`src/bgc_pkg.sv`:
```
// Package for the button gesture classifier: codes, reset values and shared types.
`timescale 1ns / 1ps
package bgc_pkg;

	// default sizing
	localparam int QUEUE_DEPTH_DEF = 8;
	localparam int TIMER_BITS_DEF  = 16;

	// register field width and APB sizing
	localparam int REG_W   = 16;
	localparam int APB_DW  = 32;
	localparam int APB_AW  = 5;

	// register indexes (word address = paddr[4:2])
	localparam logic [2:0] REG_CLICK_MIN      = 3'd0;
	localparam logic [2:0] REG_LONG_CLICK_MIN = 3'd1;
	localparam logic [2:0] REG_HOLD_MIN       = 3'd2;
	localparam logic [2:0] REG_LONG_HOLD_MIN  = 3'd3;
	localparam logic [2:0] REG_IDLE_GAP       = 3'd4;

	// register reset values
	localparam logic [REG_W-1:0] CLICK_MIN_RST      = 16'd250;
	localparam logic [REG_W-1:0] LONG_CLICK_MIN_RST = 16'd1000;
	localparam logic [REG_W-1:0] HOLD_MIN_RST       = 16'd3000;
	localparam logic [REG_W-1:0] LONG_HOLD_MIN_RST  = 16'd5000;
	localparam logic [REG_W-1:0] IDLE_GAP_RST       = 16'd1000;

	// gesture codes
	localparam logic [1:0] KIND_CLICK      = 2'd0;
	localparam logic [1:0] KIND_LONG_CLICK = 2'd1;
	localparam logic [1:0] KIND_HOLD       = 2'd2;
	localparam logic [1:0] KIND_LONG_HOLD  = 2'd3;

	// threshold registers
	typedef struct packed {
		logic [REG_W-1:0] click_min;
		logic [REG_W-1:0] long_click_min;
		logic [REG_W-1:0] hold_min;
		logic [REG_W-1:0] long_hold_min;
		logic [REG_W-1:0] idle_gap;
	} cfg_t;

	// controller to datapath commands
	typedef struct packed {
		logic tick;  // take the input word
		logic load;  // load the output register from the queue read
	} cmd_t;

	// datapath to controller status
	typedef struct packed {
		logic drain;     // this tick opens a drain
		logic has_items; // queue holds entries after this tick
		logic last;      // read pointer is on the final entry
		logic out_free;  // output register can take a word this cycle
	} sts_t;

endpackage

```
`src/bgc_ram.sv`:
```
// Generic single write port RAM with one registered read port.
`timescale 1ns / 1ps
module bgc_ram #(
	parameter int WIDTH = 2,
	parameter int DEPTH = 8,
	parameter int AW    = (DEPTH > 1) ? $clog2(DEPTH) : 1
) (
	input  logic             clk,
	input  logic             we,
	input  logic [AW-1:0]    waddr,
	input  logic [WIDTH-1:0] wdata,
	input  logic [AW-1:0]    raddr,
	output logic [WIDTH-1:0] rdata
);

	logic [WIDTH-1:0] mem_q [DEPTH];

	// write port
	always_ff @(posedge clk) begin
		if (we) begin
			mem_q[waddr] <= wdata;
		end
	end

	// registered read
	always_ff @(posedge clk) begin
		rdata <= mem_q[raddr];
	end

endmodule

```
`src/bgc_ctrl.sv`:
```
// Controller FSM: accepts ticks and sequences the queue drain.
`timescale 1ns / 1ps
module bgc_ctrl (
	input  logic          clk,
	input  logic          arst_n,
	input  logic          in_valid,
	output logic          in_stall,
	input  bgc_pkg::sts_t sts,
	output bgc_pkg::cmd_t cmd
);
	import bgc_pkg::*;

	localparam logic [1:0] ST_IDLE = 2'd0;
	localparam logic [1:0] ST_READ = 2'd1;
	localparam logic [1:0] ST_LOAD = 2'd2;

	logic [1:0] state_q;
	logic [1:0] state_d;

	// next state and commands
	always_comb begin
		state_d  = state_q;
		in_stall = 1'b1;
		cmd      = '0;
		case (state_q)
			ST_IDLE: begin
				in_stall = 1'b0;
				if (in_valid) begin
					cmd.tick = 1'b1;
					if (sts.drain && sts.has_items) begin
						state_d = ST_READ;
					end
				end
			end
			ST_READ: begin
				// read data lands in the RAM output register
				state_d = ST_LOAD;
			end
			ST_LOAD: begin
				if (sts.out_free) begin
					cmd.load = 1'b1;
					state_d  = sts.last ? ST_IDLE : ST_READ;
				end
			end
			default: begin
				state_d = ST_IDLE;
			end
		endcase
	end

	always_ff @(posedge clk or negedge arst_n) begin
		if (!arst_n) begin
			state_q <= ST_IDLE;
		end else begin
			state_q <= state_d;
		end
	end

endmodule

```
`src/bgc_dp.sv`:
```
// Datapath: run timer, press classifier, gesture queue, flags and output register.
`timescale 1ns / 1ps
module bgc_dp #(
	parameter int QUEUE_DEPTH = bgc_pkg::QUEUE_DEPTH_DEF,
	parameter int TIMER_BITS  = bgc_pkg::TIMER_BITS_DEF
) (
	input  logic          clk,
	input  logic          arst_n,
	input  bgc_pkg::cfg_t cfg,
	input  bgc_pkg::cmd_t cmd,
	output bgc_pkg::sts_t sts,
	input  logic          button_level,
	output logic          out_valid,
	input  logic          out_stall,
	output logic [1:0]    request_kind,
	output logic          armed_now,
	output logic          shutdown_latched,
	output logic          last_of_burst
);
	import bgc_pkg::*;

	localparam int AW  = (QUEUE_DEPTH > 1) ? $clog2(QUEUE_DEPTH) : 1;
	localparam int CNW = $clog2(QUEUE_DEPTH + 1);
	localparam int CW  = (TIMER_BITS > REG_W) ? TIMER_BITS : REG_W;
	localparam logic [TIMER_BITS-1:0] TIMER_MAX = {TIMER_BITS{1'b1}};

	logic                  held_q;
	logic [TIMER_BITS-1:0] run_q;
	logic                  pending_q;
	logic [CNW-1:0]        count_q;
	logic [CNW-1:0]        idx_q;
	logic                  armed_q;
	logic                  shutdown_q;

	logic [TIMER_BITS-1:0] run_inc;
	logic [TIMER_BITS-1:0] run_new;
	logic [CW-1:0]         len_x;
	logic                  change;
	logic                  kind_ok;
	logic [1:0]            kind;
	logic                  do_enq;
	logic [CNW-1:0]        count_new;
	logic                  pending_new;
	logic [1:0]            rd_kind;
	logic                  armed_n;
	logic                  shutdown_n;

	// saturating run timer
	assign run_inc = (run_q == TIMER_MAX) ? run_q : run_q + 1'b1;
	assign change  = button_level != held_q;
	assign run_new = change ? '0 : run_inc;
	assign len_x   = CW'(run_inc);

	// classify the ending press, long hold first
	always_comb begin
		kind_ok = 1'b1;
		kind    = KIND_CLICK;
		if (len_x >= CW'(cfg.long_hold_min)) begin
			kind = KIND_LONG_HOLD;
		end else if (len_x >= CW'(cfg.hold_min)) begin
			kind = KIND_HOLD;
		end else if (len_x >= CW'(cfg.long_click_min)) begin
			kind = KIND_LONG_CLICK;
		end else if (len_x < CW'(cfg.click_min)) begin
			kind_ok = 1'b0;
		end
	end

	assign do_enq      = change && held_q && kind_ok && (count_q < CNW'(QUEUE_DEPTH));
	assign count_new   = count_q + CNW'(do_enq);
	assign pending_new = pending_q | change;

	// status for the controller
	assign sts.drain     = pending_new && !button_level &&
	                       (CW'(run_new) >= CW'(cfg.idle_gap));
	assign sts.has_items = count_new != '0;
	assign sts.last      = idx_q == (count_q - 1'b1);
	assign sts.out_free  = !out_valid || !out_stall;

	// gesture queue
	bgc_ram #(
		.WIDTH(2),
		.DEPTH(QUEUE_DEPTH),
		.AW   (AW)
	) u_queue (
		.clk  (clk),
		.we   (cmd.tick && do_enq),
		.waddr(count_q[AW-1:0]),
		.wdata(kind),
		.raddr(idx_q[AW-1:0]),
		.rdata(rd_kind)
	);

	// flags after applying the entry being loaded
	assign armed_n    = armed_q ^ (rd_kind == KIND_HOLD);
	assign shutdown_n = shutdown_q | (rd_kind == KIND_LONG_HOLD);

	// tick state, queue pointers and flags
	always_ff @(posedge clk or negedge arst_n) begin
		if (!arst_n) begin
			held_q     <= 1'b0;
			run_q      <= '0;
			pending_q  <= 1'b0;
			count_q    <= '0;
			idx_q      <= '0;
			armed_q    <= 1'b0;
			shutdown_q <= 1'b0;
		end else begin
			if (cmd.tick) begin
				held_q    <= button_level;
				run_q     <= run_new;
				count_q   <= count_new;
				pending_q <= sts.drain ? 1'b0 : pending_new;
			end
			if (cmd.load) begin
				armed_q    <= armed_n;
				shutdown_q <= shutdown_n;
				if (sts.last) begin
					idx_q   <= '0;
					count_q <= '0;
				end else begin
					idx_q <= idx_q + 1'b1;
				end
			end
		end
	end

	// output register valid
	always_ff @(posedge clk or negedge arst_n) begin
		if (!arst_n) begin
			out_valid <= 1'b0;
		end else if (cmd.load) begin
			out_valid <= 1'b1;
		end else if (!out_stall) begin
			out_valid <= 1'b0;
		end
	end

	// output word
	always_ff @(posedge clk) begin
		if (cmd.load) begin
			request_kind     <= rd_kind;
			armed_now        <= armed_n;
			shutdown_latched <= shutdown_n;
			last_of_burst    <= sts.last;
		end
	end

endmodule

```
`src/button_gesture_classifier_core.sv`:
```
// Top level of the button gesture classifier: APB registers, controller and datapath.
`timescale 1ns / 1ps
// Takes one button level word per tick on the input channel and times each level run
// with a TIMER_BITS saturating counter. Releases are classified as long hold, hold,
// long click or click against the threshold registers (too-short presses dropped) and
// queued, up to QUEUE_DEPTH entries. Once the button has stayed released for idle_gap
// ticks after a level change, the queue is emitted in order on the output channel,
// the final word carrying last_of_burst. An input word that opens no drain is not
// stalled; a drain moves each entry through a RAM read, then an output register load,
// waits while the output side stalls and accepts no input. Registers sit at byte
// addresses 0, 4, 8, 12, 16; write them only while idle, the block does not check.
module button_gesture_classifier_core #(
	parameter int QUEUE_DEPTH = bgc_pkg::QUEUE_DEPTH_DEF,
	parameter int TIMER_BITS  = bgc_pkg::TIMER_BITS_DEF
) (
	input  logic                       clk,
	input  logic                       arst_n,
	// configuration port
	input  logic                       psel,
	input  logic                       penable,
	input  logic                       pwrite,
	input  logic [bgc_pkg::APB_AW-1:0] paddr,
	input  logic [bgc_pkg::APB_DW-1:0] pwdata,
	output logic [bgc_pkg::APB_DW-1:0] prdata,
	output logic                       pready,
	// input channel
	input  logic                       in_valid,
	output logic                       in_stall,
	input  logic                       button_level,
	// output channel
	output logic                       out_valid,
	input  logic                       out_stall,
	output logic [1:0]                 request_kind,
	output logic                       armed_now,
	output logic                       shutdown_latched,
	output logic                       last_of_burst
);
	import bgc_pkg::*;

	cfg_t       cfg_q;
	cmd_t       cmd;
	sts_t       sts;
	logic       wr_en;
	logic [2:0] reg_idx;

	assign pready  = 1'b1;
	assign reg_idx = paddr[4:2];
	assign wr_en   = psel && penable && pwrite;

	// register writes
	always_ff @(posedge clk or negedge arst_n) begin
		if (!arst_n) begin
			cfg_q.click_min      <= CLICK_MIN_RST;
			cfg_q.long_click_min <= LONG_CLICK_MIN_RST;
			cfg_q.hold_min       <= HOLD_MIN_RST;
			cfg_q.long_hold_min  <= LONG_HOLD_MIN_RST;
			cfg_q.idle_gap       <= IDLE_GAP_RST;
		end else if (wr_en) begin
			case (reg_idx)
				REG_CLICK_MIN:      cfg_q.click_min      <= pwdata[REG_W-1:0];
				REG_LONG_CLICK_MIN: cfg_q.long_click_min <= pwdata[REG_W-1:0];
				REG_HOLD_MIN:       cfg_q.hold_min       <= pwdata[REG_W-1:0];
				REG_LONG_HOLD_MIN:  cfg_q.long_hold_min  <= pwdata[REG_W-1:0];
				REG_IDLE_GAP:       cfg_q.idle_gap       <= pwdata[REG_W-1:0];
				default: ;
			endcase
		end
	end

	// register read-back
	always_comb begin
		case (reg_idx)
			REG_CLICK_MIN:      prdata = APB_DW'(cfg_q.click_min);
			REG_LONG_CLICK_MIN: prdata = APB_DW'(cfg_q.long_click_min);
			REG_HOLD_MIN:       prdata = APB_DW'(cfg_q.hold_min);
			REG_LONG_HOLD_MIN:  prdata = APB_DW'(cfg_q.long_hold_min);
			REG_IDLE_GAP:       prdata = APB_DW'(cfg_q.idle_gap);
			default:            prdata = '0;
		endcase
	end

	bgc_ctrl u_ctrl (
		.clk     (clk),
		.arst_n  (arst_n),
		.in_valid(in_valid),
		.in_stall(in_stall),
		.sts     (sts),
		.cmd     (cmd)
	);

	bgc_dp #(
		.QUEUE_DEPTH(QUEUE_DEPTH),
		.TIMER_BITS (TIMER_BITS)
	) u_dp (
		.clk             (clk),
		.arst_n          (arst_n),
		.cfg             (cfg_q),
		.cmd             (cmd),
		.sts             (sts),
		.button_level    (button_level),
		.out_valid       (out_valid),
		.out_stall       (out_stall),
		.request_kind    (request_kind),
		.armed_now       (armed_now),
		.shutdown_latched(shutdown_latched),
		.last_of_burst   (last_of_burst)
	);

endmodule

```
`config.mk`:
```
export PLATFORM = sky130hd
export DESIGN_NAME = button_gesture_classifier_core
export DESIGN_NICKNAME = d
export VERILOG_FILES = /design/src/bgc_pkg.sv /design/src/bgc_ram.sv /design/src/bgc_ctrl.sv /design/src/bgc_dp.sv /design/src/button_gesture_classifier_core.sv
export SDC_FILE = /design/constraint.sdc
export NUM_CORES = 1
export LEC_CHECK = 0
export BUFFER_PORTS_ARGS = -buffer_cell sky130_fd_sc_hd__buf_2
export CAP_MARGIN = 20
export CORE_ASPECT_RATIO = 0.6
export CORE_MARGIN = 4
export CORE_UTILIZATION = 54
export CTS_CLUSTER_DIAMETER = 40
export DETAILED_ROUTE_END_ITERATION = 6
export GPL_TIMING_DRIVEN = 0
export MAX_ROUTING_LAYER = met4
export PLACE_DENSITY = 0.79
export SLEW_MARGIN = 10
export SYNTH_ARGS = -nofsm -noshare
export SYNTH_HDL_FRONTEND = slang
export SYNTH_SLANG_ARGS = --single-unit
```
`constraint.sdc`:
```
create_clock -name clk -period 3.9 [get_ports clk]
set_input_delay 0.585 -clock clk [delete_from_list [all_inputs] [get_ports clk]]
set_output_delay 0.585 -clock clk [all_outputs]
set_load 0.02 [all_outputs]
```
## Word-level counts from Yosys, hierarchy flattened

Memory sizes are Yosys's and may differ from the RTL's. A register that Yosys moved wholly into a read port is not among the register bits.
Index checks and enable logic that the tools add are counted.

| storage, ports and cells | value |
|---|---|
| word-level logic and storage cells | 98 |
| flip-flop bits (word level) | 116 |
| output and inout port bits | 40 |
| bits of input ports | 45 |
| memories kept | 1 |
| RAM bits | 16 |

| cells by class | value |
|---|---|
| reduce and logical (&&, ||, !) cells | 22 |
| add/subtract/negate cells | 4 |
| bitwise gates (word level) | 3 |
| $lt $le $gt $ge | 6 |
| eq/ne operators | 15 |
| multiplexer cells | 29 |

Memory list:

| name | depth | bits a word | rd ports | clocked after Yosys merged registers in | wr ports | RTL line | RTL |
|---|---|---|---|---|---|---|---|
| u_dp.u_queue.mem_q | 8 | 2 | 1 | 1 | 1 | bgc_ram.sv:16 | `logic [WIDTH-1:0] mem_q [DEPTH];` |

Operators by type and width:

| operator | number |
|---|---|
| 16-bit case mux with 5 select lines | 1 |
| 16-bit greater-or-equal comparator | 4 |
| 16-bit two-way mux | 2 |
| 16-bit by 1-bit adder with 16-bit output (second input constant) | 1 |
| 16-bit == test (second input constant) | 1 |
| 16-bit less-than comparator | 1 |
| 1-bit two-way mux | 16 |
| 4-bit two-way mux | 4 |
| 2-bit two-way mux | 5 |
| 2-bit AND reduction | 5 |
| 1-bit logical AND | 9 |
| 2-bit == test (second input constant) | 3 |
| 3-bit by 2-bit == test with 1-bit output (second input constant) | 2 |
| 2-bit case mux with 3 select lines | 1 |
| 4-bit by 1-bit adder with 4-bit output | 1 |
| 4-bit by 1-bit adder with 4-bit output (second input constant) | 1 |
| 4-bit == test | 1 |
| 4-bit less-than comparator (second input constant) | 1 |
| 2-bit by 1-bit != test with 1-bit output (second input constant) | 2 |
| 2-bit != test (second input constant) | 2 |
| 4-bit nonzero test | 1 |
| 4-bit by 1-bit subtractor with 4-bit output (second input constant) | 1 |
| 3-bit by 1-bit == test with 1-bit output (second input constant) | 1 |
| 3-bit == test (second input constant) | 1 |
| 9 further kinds | 12 |

## Depth between registers and ports, before layout

| logic depth | value |
|---|---|
| depth after elaboration | 15 |
| gate-level depth with buffers | 20 |
| depth with buffers taken out | 20 |

## Cells and area by module

Synthesis repeated with hierarchy kept, for this count alone.

| second synthesis, totals | value |
|---|---|
| cell total of the unflattened synthesis | 800 |
| area total of the unflattened synthesis | 8665.8 um2 |

By module, submodules not included:

| module | seq. area each (um2) | cells an instance | area each (um2) | instances |
|---|---|---|---|---|
| bgc_dp | 875.8 | 476 | 3965.1 | 1 |
| button_gesture_classifier_core | 2039.5 | 275 | 3880.0 | 1 |
| bgc_ram | 520.5 | 37 | 706.9 | 1 |
| bgc_ctrl | 50.0 | 12 | 113.9 | 1 |

## Worst setup path after synthesis

Ideal clock, no wire load.

| path | value |
|---|---|
| path kind | register to register |
| start point | register u_dp.run_q[13] |
| end point | register u_ctrl.state_q[0] |
| library setup time | 0.128 ns |
| stages on the path, launching flop included | 20 |
| slack | -0.241 ns |
| period minus slack after synthesis | 4.141 ns |
| buffers on the path | 1 |
| data arrival time | 4.013 ns |
| data required time | 3.772 ns |
| cell sequence | dfrtp_1 and4_1 buf_6 and2_2 a21oi_1 nand3_1 xnor2_1 ha_1 a21oi_1 o21a_1 a21oi_1 o32a_2 nor4_4 a21oi_1 ha_1 ha_1 nor3_1 a31oi_1 o31a_1 o2bb2ai_1 |

| on the way | value |
|---|---|
| cells in the longest elaborated chain, start to end | 14 |
| elaborated cells on any way between the ends | 21 |
| classes of those cells | add/sub: 2; order compare: 5; eq/ne: 2; mux: 6; reduce/logical: 6 |

RTL lines:

| what | RTL line | RTL |
|---|---|---|
| start, declared | bgc_dp.sv:28 | `logic [TIMER_BITS-1:0] run_q;` |
| start signal, assigned | bgc_dp.sv:111 | `run_q <= run_new;` |
| 16-bit by 1-bit adder with 16-bit output / 16-bit == test (equally long branches) | bgc_dp.sv:49 | `assign run_inc = (run_q == TIMER_MAX) ? run_q : run_q + 1'b1;` |
| 16-bit two-way mux * | bgc_dp.sv:49 |  |
| 16-bit less-than comparator | bgc_dp.sv:64 | `end else if (len_x < CW'(cfg.click_min)) begin` |
| 1-bit two-way mux | bgc_dp.sv:64 |  |
| 1-bit two-way mux | bgc_dp.sv:62 | `end else if (len_x >= CW'(cfg.long_click_min)) begin` |
| 1-bit two-way mux | bgc_dp.sv:60 | `end else if (len_x >= CW'(cfg.hold_min)) begin` |
| 1-bit two-way mux | bgc_dp.sv:58 | `if (len_x >= CW'(cfg.long_hold_min)) begin` |
| 1-bit logical AND (2 in a row) | bgc_dp.sv:69 | `assign do_enq = change && held_q && kind_ok && (count_q < CNW'(QUEUE_DEPTH));` |
| 4-bit by 1-bit adder with 4-bit output | bgc_dp.sv:70 | `assign count_new = count_q + CNW'(do_enq);` |
| 4-bit nonzero test | bgc_dp.sv:76 | `assign sts.has_items = count_new != '0;` |
| 1-bit logical AND * | bgc_ctrl.sv:30 | `if (sts.drain && sts.has_items) begin` |
| 2-bit by 1-bit != test with 1-bit output (no source line) * | - |  |
| 3-bit AND reduction (no source line) * | - |  |
| end signal, assigned | bgc_ctrl.sv:55 | `state_q <= state_d;` |
| end, declared | bgc_ctrl.sv:17 | `logic [1:0] state_q;` |

Mark *: on every way between the ends. The rest lies on a longest branch, timed or not.
A chain may end at the register's enable or synchronous reset.

## Final worst setup path

| path | value |
|---|---|
| start point | register u_dp.run_q[1] |
| end point | register u_ctrl.state_q[0] |

Same word-level chain as after synthesis.

==> flow_metrics.py <==
metrics = {
    "floorplan": {
        "initial_core_util": 0.555,
        "die_h_um": 105,
        "die-width_um": 170,
        "ios": 85,
        "placeableCoreArea_mm2": 0.0154,
        "die_area_mm2": 0.0180,
        "rows": 35,
    },
    "run": {
        "maxCapViolCount": 0,
    },
    "critical_path": {
        "cp_max_fo": 4,
        "cp_common_cell": "ha_4",
        "critPathBufInv": 2,
        "critPathArrivalTime_ns": 4.62,
        "setup.worst_path.class": "register to register",
        "timing.critical_path.slowest_cell_delay_ns": 0.43,
        "end_kind": "register",
        "slowest_stage": "dfrtp_1",
        "crit_required_ns": 4.21,
        "critPathTopFamily": "compound AO/OA/AOI/OAI gates",
        "cp-start-kind": "register",
        "path_cells": "ha_4 -> nand3_2 -> nor3_4 -> buf_4 -> a21oi_4 -> nand4_1 -> xnor2_2 -> buf_4 -> ha_1 -> a21oi_1 -> nand4bb_1 -> o32a_2 -> nor4_4 -> a21oi_2 -> ha_4 -> ha_4 -> nor3_2 -> a31oi_1 -> o31a_1 -> o2bb2ai_2",
    },
    "synth": {
        "synth.ff_latch_count": 134,
        "syn_inst": 901,
        "synth_ff_type": "dfrtp_1",
        "synth_edf_count": 21,
        "syn_avg_cell_area_um2": 9.49,
        "yosys_warnings": 0,
        "yosysSeqAreaShare": 0.408,
        "ys_types": 65,
        "syn-cell-area_mm2": 0.00855,
        "synthArstFlopShare": 0.828,
    },
    "final_layout": {
        "nets": 1149,
        "stdcell_count": 1236,
        "final_area_mm2": 0.0106,
        "drive_gt1_frac": 0.291,
        "final_cell_mix": "93 x nand2_1, 93 x o21ai_0, 86 x inv_1",
        "synthToLayoutAreaGrowth_pct": 23.7,
        "final_util": 0.687,
        "fill_cells": 1143,
    },
    "cts": {
        "cts_max_level": 4,
        "clock_path_buffers": 2,
        "path_clk_slew_ns": 0.07,
        "clk_latency_ns": 0.44,
        "cts_made_buffers": 17,
        "clock-sinks": 134,
        "cts_hold_buf": 0,
        "cts_tree": "done",
        "cts-root-buf": "clkbuf_16",
    },
    "placed_design": {
        "placed_cells": 1168,
        "placed_cell_area_mm2": 0.00922,
        "port_buffers": 48,
        "place_congestion": 0.984,
        "place_hpwl_mm": 17.6,
    },
    "drt": {
        "via_per_inst": 6.26,
        "wirelength_mm": 26.6,
        "route.detailed.drc": 22,
        "vias": 7739,
        "drt-initial-drc-count": 1003,
        "drtPass1Iterations": 7,
        "postRouteAntennaNets": 0,
        "wire_per_inst_um": 21.5,
    },
    "sta": {
        "fmax_ghz": 0.232,
        "finalCriticalPeriod_ns": 4.31,
        "max_slew.worst_pin.slew_ns": 0.861,
        "setup_tns_ns": -0.769,
        "setup_slack_ns": -0.410,
        "rsz0062_at_grt": "true",
        "skew_ns": 0.0201,
        "min_period_over_period": 1.11,
        "finalMaxSlewViolations": 0,
        "relSlewSlack": 0.421,
        "final-hold-violation-count": 0,
        "setup_viol": 4,
    },
    "power_and_ir_drop": {
        "leakage_uw": 0.00485,
        "peakVddDrop_v": 0.000358,
        "power_uw": 5470,
        "powerDensity_mw_per_mm2": 517,
    },
    "worst_hold_path": {
        "hp-class": "input port to asynchronous set/reset pin",
    },
    "global_route": {
        "grt_overflow_total": 0,
        "antenna_found_initial": 1,
        "track_usage": 0.300,
        "grt_max_degree": 84,
        "grt_pass1_wl_mm": 40.7,
        "grt_pass1_vias": 7488,
    },
    "run_status": {
        "violations": "design-rule violations, negative setup slack",
        "status": "complete, but fails checks",
    },
}
==> path summary, 6_finish.rpt <==
check | startpoint | slack [ns] | depth (start not counted) | end
setup / recovery | u_dp.run_q[1] | -0.41 | 20 | u_ctrl.state_q[0]
hold / removal | arst_n | 0.03 | 1 | cfg_q[42]
setup reg to reg | u_dp.run_q[1] | -0.41 | 20 | u_ctrl.state_q[0]
hold reg to reg | u_dp.u_queue.rdata[0] | 0.46 | 0 | u_dp.request_kind[0]
max in group asynchronous | arst_n | 3.11 | 2 | cfg_q[3]
min in group clk | out_stall | 0.41 | 3 | u_dp.out_valid
==> layout make-up <==
class	instances	area (um^2)	share of cell area
multi-input cells	634	5040	0.477
flip-flops and latches	134	3490	0.330
inverters	88	330	0.0312
diodes	1	2.50	0.000236
well taps	203	254	0.0240
plain buffers	59	320	0.0303
clock buffers	20	447	0.0422
repair buffers	85	561	0.0530
clock inverters	12	130	0.0123
==> registers in the layout, summed over array words and instances (netlist names) <==
signal and count:
cfg_q 80, u_ctrl.state_q 2, u_dp.armed_now 1, u_dp.armed_q 1, u_dp.count_q 4, u_dp.held_q 1, u_dp.idx_q 4, u_dp.last_of_burst 1
u_dp.out_valid 1, u_dp.pending_q 1, u_dp.request_kind 2, u_dp.run_q 16, u_dp.shutdown_latched 1, u_dp.shutdown_q 1, u_dp.u_queue.mem_q 16, u_dp.u_queue.rdata 2
==> per-layer routing <==
layer	track usage	vias up	share of wire
li1	-	3402	-
met1	0.429	3685	0.42
met2	0.411	569	0.41
met3	0.0986	83	0.14
met4	0.0741	0	0.027
met5	-	-	0
==> logic make-up (layout without fill, tap and decap cells) <==
group           count (synthesis)  in the layout  synth area share
flops                         134            134             0.408
simple gates                  216            216             0.124
xor+xnor                       24             24            0.0246
compound gates                242            242             0.172
buf+inv                       148            264            0.0759
fa+ha+maj                      85             85             0.124
mux                            50             50            0.0707
other cells                     2             18          0.000878
==> power by group <==
group	switching [uW]	internal [uW]
clock network	653	959
registers	203	1760
logic	1160	732
total	2020	3450
==> stage by stage <==
step / setup WS, ns / hold slack [ns]
2_1_floorplan: -0.123 / 0.289
3_3_place_gp: -0.848 / 0.441
3_5_place_dp: -0.912 / 0.460
4_1_cts: -0.287 / 0.0317
5_1_grt: -0.480 / 0.0415
6_report: -0.410 / 0.0300
==> timing repair <==
| action | 4_1_cts | 5_1_grt |
|---|---|---|
| resized for setup | 54 | 33 |
| setup endpoints to repair | 29 | 22 |
| pin swaps | 27 | 27 |
| setup buffers | 31 | 6 |
| gates cloned | 0 | 0 |
==> synth_stat cells, types with 4 or more instances <==
cell type	count	area share
o211ai_1	6	0.0053
xnor2_1	12	0.012
o22ai_1	16	0.012
edfxtp_1	21	0.074
xor2_1	12	0.012
o31ai_1	8	0.0070
a21oi_1	42	0.025
nand2b_1	10	0.0073
mux2_2	43	0.057
nand3_1	16	0.0094
buf_2	4	0.0023
nand4_1	13	0.0095
dfstp_2	30	0.092
a21o_1	10	0.0088
nand2_1	98	0.043
nor3_1	9	0.0053
nor2_1	29	0.013
dfrtp_1	81	0.24
mux4_2	4	0.011
buf_4	18	0.016
ha_1	85	0.12
nor2b_1	5	0.0037
a211oi_1	10	0.0088
o21ai_0	94	0.055
a22oi_1	32	0.028
and2_1	14	0.010
clkbuf_1	32	0.014
a31oi_1	6	0.0044
inv_1	87	0.038
o21a_1	5	0.0044
Power figures use the tool's default switching activity.
